### config.mk
export PLATFORM = sky130hd
export DESIGN_NAME = mvb_check_sequence_generator
export DESIGN_NICKNAME = d
export VERILOG_FILES = /design/src/mvbcsg_pkg.sv /design/src/mvb_check_sequence_generator.sv
export SDC_FILE = /design/constraint.sdc
export NUM_CORES = 1
export LEC_CHECK = 0
export BUFFER_PORTS_ARGS = -buffer_cell sky130_fd_sc_hd__buf_4
export CORE_UTILIZATION = 43
export CTS_CLUSTER_SIZE = 40
export DETAILED_ROUTE_END_ITERATION = 10
export REMOVE_ABC_BUFFERS = 1
export SETUP_SLACK_MARGIN = 0.2
export SLEW_MARGIN = 15
export SYNTH_ARGS = -nofsm -noshare
export SYNTH_HDL_FRONTEND = slang
export SYNTH_SLANG_ARGS = --single-unit
### constraint.sdc
create_clock -name clk -period 2.6 [get_ports clk]
set_input_delay 0.65 -clock clk [delete_from_list [all_inputs] [get_ports clk]]
set_output_delay 0.65 -clock clk [all_outputs]
set_load 0.02 [all_outputs]
### src/mvbcsg_pkg.sv
package mvbcsg_pkg;

  localparam int unsigned DIV_W = 16;
  localparam logic [DIV_W-1:0] POLY_HI = 16'hE500;
  localparam int unsigned REM_W = 7;

  typedef logic [DIV_W-1:0] div_t;
  typedef logic [7:0] byte_t;

  // eight steps of the left-aligned generator x^7+x^6+x^5+x^2+1
  function automatic div_t reduce8(input div_t r);
    div_t v;
    v = r;
    for (int k = 0; k < 8; k++) begin
      if (v[DIV_W-1]) begin
        v = v ^ POLY_HI;
      end
      v = {v[DIV_W-2:0], 1'b0};
    end
    return v;
  endfunction

  function automatic logic parity8(input byte_t b);
    return ^b;
  endfunction

endpackage

### src/mvb_check_sequence_generator.sv
// Check-sequence generator for process-data ports: takes one data byte per item and, when a
// group closes (after GROUP_BYTES bytes or on a byte with in_tlast set), delivers one item whose
// byte is the inverted 7-bit CRC remainder (x^7+x^6+x^5+x^2+1) shifted left with even parity
// over the group's data bits and the remainder in bit 0; out_tlast marks the port's last group.
// Bytes that do not close a group produce no output item. The block accepts one byte per cycle:
// an input register and a result register bracket a single pass of reduction and parity logic,
// so a closing byte passes the input register, then the result register; the input only
// stalls when a closing byte waits behind an output item that is not being taken.
module mvb_check_sequence_generator
  import mvbcsg_pkg::*;
#(
  parameter int unsigned GROUP_BYTES = 8
) (
  input  logic       clk,
  input  logic       rst_n,
  input  logic       in_tvalid,
  output logic       in_tready,
  input  logic [7:0] in_tdata,   // data_byte
  input  logic       in_tlast,   // last_in_port
  output logic       out_tvalid,
  input  logic       out_tready,
  output logic [7:0] out_tdata,  // check_byte
  output logic       out_tlast   // port_done
);

  localparam int unsigned CNT_W = $clog2(GROUP_BYTES);
  localparam logic [CNT_W:0] GROUP_LAST = (CNT_W+1)'(GROUP_BYTES);

  logic             s1_valid_r, s1_valid_nxt;
  byte_t            s1_data_r;
  logic             s1_last_r;
  div_t             div_r, div_nxt;
  logic             par_r, par_nxt;
  logic [CNT_W-1:0] cnt_r, cnt_nxt;
  logic             out_valid_r, out_valid_nxt;
  byte_t            out_data_r;
  logic             out_last_r;

  logic             first;
  div_t             merged;
  logic             par_m;
  logic [CNT_W:0]   taken;
  logic             close;
  div_t             fin;
  logic [REM_W-1:0] remain;
  logic             par_f;
  byte_t            chk;
  logic             out_free;
  logic             s1_go;
  logic             in_acc;

  always_comb begin
    first  = (cnt_r == '0);
    merged = first ? {s1_data_r, 8'h00} : reduce8(div_r | {8'h00, s1_data_r});
    par_m  = first ? parity8(s1_data_r) : (par_r ^ parity8(s1_data_r));
    taken  = {1'b0, cnt_r} + {{CNT_W{1'b0}}, 1'b1};
    close  = s1_last_r || (taken == GROUP_LAST);
    fin    = reduce8(merged);
    remain = fin[DIV_W-1 -: REM_W];
    par_f  = par_m ^ (^remain);
    chk    = ~{remain, par_f};
  end

  assign out_free  = !out_valid_r || out_tready;
  assign s1_go     = s1_valid_r && (!close || out_free);
  assign in_tready = !s1_valid_r || s1_go;
  assign in_acc    = in_tvalid && in_tready;

  always_comb begin
    s1_valid_nxt  = s1_valid_r;
    div_nxt       = div_r;
    par_nxt       = par_r;
    cnt_nxt       = cnt_r;
    out_valid_nxt = out_valid_r;
    if (out_tready) begin
      out_valid_nxt = 1'b0;
    end
    if (s1_go) begin
      s1_valid_nxt = 1'b0;
      if (close) begin
        div_nxt       = '0;
        par_nxt       = 1'b0;
        cnt_nxt       = '0;
        out_valid_nxt = 1'b1;
      end else begin
        div_nxt = merged;
        par_nxt = par_m;
        cnt_nxt = taken[CNT_W-1:0];
      end
    end
    if (in_acc) begin
      s1_valid_nxt = 1'b1;
    end
  end

  always_ff @(posedge clk) begin
    if (!rst_n) begin
      s1_valid_r  <= 1'b0;
      div_r       <= '0;
      par_r       <= 1'b0;
      cnt_r       <= '0;
      out_valid_r <= 1'b0;
    end else begin
      s1_valid_r  <= s1_valid_nxt;
      div_r       <= div_nxt;
      par_r       <= par_nxt;
      cnt_r       <= cnt_nxt;
      out_valid_r <= out_valid_nxt;
    end
  end

  always_ff @(posedge clk) begin
    if (in_acc) begin
      s1_data_r <= in_tdata;
      s1_last_r <= in_tlast;
    end
    if (s1_go && close) begin
      out_data_r <= chk;
      out_last_r <= s1_last_r;
    end
  end

  assign out_tvalid = out_valid_r;
  assign out_tdata  = out_data_r;
  assign out_tlast  = out_last_r;

endmodule

# Word-level counts from Yosys, hierarchy flattened

Cells that the tools add are included.

Add/sub/neg operators: 1
Equality and inequality tests: 1
Mux-type cells: 26
Bitwise gates (word level): 20
Reductions and logical operators: 14

Operators with widths:

| cell                | number |
|---|---|
| $mux 15             | 16 |
| $not 4->4           | 16 |
| $mux 16             | 2 |
| $or 16x8->16        | 1 |
| $not 8->8           | 1 |
| $reduce_xor 8->1    | 1 |
| $mux 1              | 7 |
| $reduce_xor 7->1    | 1 |
| $add 3x1->4 const B | 1 |
| $eq 4x4->1 const B  | 1 |
| $logic_or 1x1->1    | 4 |
| $logic_and 1x1->1   | 3 |
| $logic_not 1->1     | 3 |
| $logic_not 3->1     | 1 |
| $mux 3              | 1 |
| $reduce_bool 2->1   | 1 |
| $xor 1x1->1         | 2 |

Flip-flop bits (word level): 40
Input bits: 13
Output and inout bits: 11
Logic and storage cells: 71

# Depth between registers and ports, before layout

Depth in word-level cells: 37
Depth in mapped cells: 9
Mapped depth without buffers: 8

# Worst setup path before layout

No wires, ideal clock.

Path kind: flip-flop to flip-flop
Start: register div_r[11]
End: register out_data_r[3] (netlist: out_tdata[3]), data pin
Setup time: 0.269 ns
Arrival: 1.821 ns
Data required time: 2.331 ns
Setup slack: 0.510 ns
Stages on the path, launching flop included: 8
Buffers on the path: 1
Clock period less this slack: 2.090 ns
Cell sequence: dfxtp_1 buf_6 xnor2_2 xnor3_4 nand2_1 xnor2_1 xnor3_1 xor3_1

Word-level cells in the longest chain between the ends: 26
Elaborated cells between the ends (all ways): 32
Classes of those cells: mux (17); bitwise (15)

RTL lines:

| what                                                  | RTL line                            | RTL |
|---|---|---|
| start, declared                                       | mvb_check_sequence_generator.sv:32  | `div_t div_r, div_nxt;` |
| start signal, assigned                                | mvb_check_sequence_generator.sv:105 | `div_r <= div_nxt;` |
| $or 16x8->16 *                                        | mvb_check_sequence_generator.sv:54  | `merged = first ? {s1_data_r, 8'h00} : reduce8(div_r \| {8'h00, s1_data_r});` |
| $mux 15 * (2 in a row)                                | mvbcsg_pkg.sv:15                    | `if (v[DIV_W-1]) begin` |
| $not 4->4 (no source line)                            | n/a                                 |  |
| $mux 15 *                                             | mvbcsg_pkg.sv:15                    |  |
| $not 4->4 (no source line)                            | n/a                                 |  |
| $mux 15 * (4 in a row)                                | mvbcsg_pkg.sv:15                    |  |
| $not 4->4 (no source line) or $mux 15 (tied branches) | n/a                                 |  |
| $mux 15 *                                             | mvbcsg_pkg.sv:15                    |  |
| [... 4 more ...]                                      | n/a                                 |  |
| $not 4->4 (no source line) or $mux 15 (tied branches) | n/a                                 |  |
| $mux 15 * (2 in a row)                                | mvbcsg_pkg.sv:15                    |  |
| $not 4->4 (no source line) or $mux 15 (tied branches) | n/a                                 |  |
| $mux 15 * (3 in a row)                                | mvbcsg_pkg.sv:15                    |  |
| $not 4->4 (no source line) or $mux 15 (tied branches) | n/a                                 |  |
| $mux 15 *                                             | mvbcsg_pkg.sv:15                    |  |
| $not 8->8 *                                           | mvb_check_sequence_generator.sv:61  | `chk = ~{remain, par_f};` |
| net chk[3]                                            | mvb_check_sequence_generator.sv:47  | `byte_t chk;` |
| end signal, assigned                                  | mvb_check_sequence_generator.sv:118 | `out_data_r <= chk;` |
| end, declared                                         | mvb_check_sequence_generator.sv:36  | `byte_t out_data_r;` |

The timed path passes the listed nets; every way through them passes the cells marked *.
A chain may end at the register's enable or synchronous reset.

# Final worst setup path

Start: register cnt_r[1]
End: output port in_tready

Word-level cells in the longest chain between the ends: 7

RTL lines:

| what                   | RTL line                            | RTL |
|---|---|---|
| start, declared        | mvb_check_sequence_generator.sv:34  | `logic [CNT_W-1:0] cnt_r, cnt_nxt;` |
| start signal, assigned | mvb_check_sequence_generator.sv:107 | `cnt_r <= cnt_nxt;` |
| $add 3x1->4            | mvb_check_sequence_generator.sv:56  | `taken = {1'b0, cnt_r} + {{CNT_W{1'b0}}, 1'b1};` |
| $eq 4x4->1             | mvb_check_sequence_generator.sv:57  | `close = s1_last_r \|\| (taken == GROUP_LAST);` |
| $logic_or 1x1->1       | mvb_check_sequence_generator.sv:57  |  |
| $logic_not 1->1        | mvb_check_sequence_generator.sv:65  | `assign s1_go = s1_valid_r && (!close \|\| out_free);` |
| $logic_or 1x1->1       | mvb_check_sequence_generator.sv:65  |  |
| $logic_and 1x1->1      | mvb_check_sequence_generator.sv:65  |  |
| $logic_or 1x1->1       | mvb_check_sequence_generator.sv:66  | `assign in_tready = !s1_valid_r \|\| s1_go;` |
| end, declared          | mvb_check_sequence_generator.sv:17  | `output logic in_tready,` |

Every way passes these cells.

==> impl_results.md <==
- Status: finished, final reports clean
- Setup Skew: 0.004807 ns
- Max Clock Freq: 437.6 MHz
- Area grow syn2layout: 17.47%
- Die Span Y: 68.57 um
- Final ANT Viol Nets: 0
- Antenna violations before repair: 0
- Post-synth top area cell: edfxtp_1
- Quantity of I/O buffers inserted on ports: 23
- DRC Markers: 0
- Layout Nets: 205
- Top FF cell, synth: edfxtp_1
- Avg Vias per Cell: 5.029
- Clock tree buffer depth: 2
- CTS buffer count: 5
- Clock latency on the worst-skew pair: 0.28 ns
- Setup crit start kind: register
- #FFs+latches synth: 32
- Num ports: 24
- Final Core Density: 54.39%
- Root buf cell: clkbuf_8
- Critical Path RT: 1.95 ns
- Max-cap viol count: 0
- Placer Congestion: 0.8022
- Setup Crit Path Kind: reg2out
- Worst VDD drop: 0.0003201 V
- Vias after detailed routing: 1212
- Clk slew on worst S/H paths: 0.07 ns
- Starting Density: 46.31%
- H-tree depth: 2
- DP Worst Slack: 0.2487 ns
- Number of enable flip-flop cells after synthesis: 18
- Worst setup EP type: primary output
- Final Hold Fails: 0
- Most frequent cells in the layout: xnor2_1, buf_4, edfxtp_1
- Leak: 0.0008498 uW
- Register area share after synthesis: 43.07%
- CTS tree: yes
- Yosys warnings: 0
- TritonCTS Sinks: 32
- ANT cells: 0
- # fillers: 361
- Cell area after synthesis: 0.001906 mm2
- Die W: 68.57 um
- Synth Instances: 166
- Total wire length: 3588 um
- Hold slack: 0.5079 ns
- Worst-path maximum fanout: 3
- Final setup TNS: 0 ns
- Post-route setup slack: 0.3148 ns
- Pins Over Slew Limit: 0
- Overflow after GRT: 0
- Die area: 0.004702 mm2
- CP arrival: 1.64 ns
- Post-synth ARST share: 0%
- DRT Pass-1 Iters: 4
- Yosys cell types: 30
- Post-CTS Hold Buffers: 0
- Hold Path Class: reg2reg
- Slew @ Worst Pin: 0.7442 ns
- DRT iter0 DRCs: 57
- Power per cell area: 586.5 mW/mm2
- Synth Area per Inst: 11.48 um2
- Post-layout min period: 2.285 ns
- Final Cycle Share: 87.89%
- RSZ-0062 raised after global routing: false
- Largest net degree at the start of global routing: 15
- Wire length per cell: 14.89 um
- Global-route wire length before repair: 5934 um
- Core area: 0.004115 mm2
- Detailed-placement wirelength estimate: 2640 um
- Final setup viols: 0
- Vias in the first global route: 1315
- Worst reg-to-reg setup slack: 0.32 ns
- All-Layer GR Usage: 18.00%
- Layout cell share with drive strength beyond 1: 24.61%
- Synth area leaders: edfxtp_1, xnor2_1, dfxtp_1, xor2_1, xnor3_4
- Yosys top cell area share: 28.37%
- Max transition margin: 50.20%
- Commonest non-fill, non-tap cell in the layout: xnor2_1
- Rows: 23
[worst max-delay path: stages (launching register included)]
cell and delay (ns):
dfxtp_2 0.36, ha_2 0.21, nand2_1 0.10, nor3_4 0.19, o21ai_1 0.10, or2_4 0.25, buf_4 0.16
[flip-flops by register name, summed over array words and instances (netlist names)]
| name | flops |
|---|---|
| cnt_r | 3 |
| div_r | 8 |
| out_tdata | 8 |
| out_tlast | 1 |
| out_tvalid | 1 |
| par_r | 1 |
| s1_data_r | 8 |
| s1_last_r | 1 |
| s1_valid_r | 1 |
[Yosys cell counts (3+ instances only)]
master / count
a21boi_0: 4
a22oi_1: 9
buf_2: 3
clkbuf_1: 3
dfxtp_1: 14
edfxtp_1: 18
inv_1: 4
nand2_1: 10
nor2_1: 9
nor2b_1: 10
o21ai_0: 4
xnor2_1: 39
xnor3_4: 3
xor2_1: 13
xor3_1: 3
[layout make-up]
cell class / count / area, um2 / area share (%)
multi-input cells: 121 / 1049 / 46.84
flip-flops and latches: 32 / 823.3 / 36.78
repair buffers: 26 / 195.2 / 8.720
clock buffers: 7 / 86.33 / 3.857
well taps: 50 / 62.56 / 2.795
inverters: 4 / 15.01 / 0.6708
clock inverters: 1 / 7.507 / 0.3354
[cell families (layout without fill, tap and decap cells)]
kind of cell / Yosys count / in the layout / synth area share (%)
AO/OA/AOI/OAI: 18 / 18 / 6.566
multiplexers: 1 / 1 / 0.5253
adder cells (fa/ha/maj): 2 / 2 / 1.313
flip-flops: 32 / 32 / 43.07
AND/OR/NAND/NOR: 39 / 39 / 10.31
buffers and inverters: 13 / 38 / 3.545
XOR/XNOR: 61 / 61 / 34.67
[timing repair]
action                                  4_1_cts  5_1_grt
pin swaps                                     0        1
resized for setup                             1        8
setup buffers                                 0        1
endpoints found under the setup margin        1        2
[worst paths after layout]
check                           cells past startpoint  startpoint      endpoint
worst min register to register                      2  s1_valid_r      cnt_r[2]
worst min-delay path                                2  s1_valid_r      cnt_r[2]
worst max register to register                      6   div_r[11]  out_tdata[3]
worst max-delay path                                6    cnt_r[1]     in_tready
[layer usage]
metal | up-vias | GRT usage (%) | share of wire [%]
met5 | - | 0 | 0
met3 | 6 | 4.934 | 4.2
li1 | 596 | - | -
met4 | 0 | 7.813 | 1.5
met2 | 31 | 28.80 | 47
met1 | 579 | 22.66 | 47
[where the power goes]
group / switching, uW / total (uW) / leakage (uW) / internal, uW
combinational: 145 / 316 / 0.000520 / 171
sequential: 22.8 / 600 / 0.000285 / 577
clock: 182 / 396 / 0.0000445 / 215
total: 349 / 1310 / 0.000850 / 963
[metrics by stage]
step                      power [uW]  instances  area [um2]
final                           1313        241        2238
after CTS                       1311        240        2202
after global routing            1377        241        2238
after global placement         915.0        232        2103
after detailed placement       920.8        232        2103
after floorplan                845.1        157        1853
(Power assumes the default switching activity.)
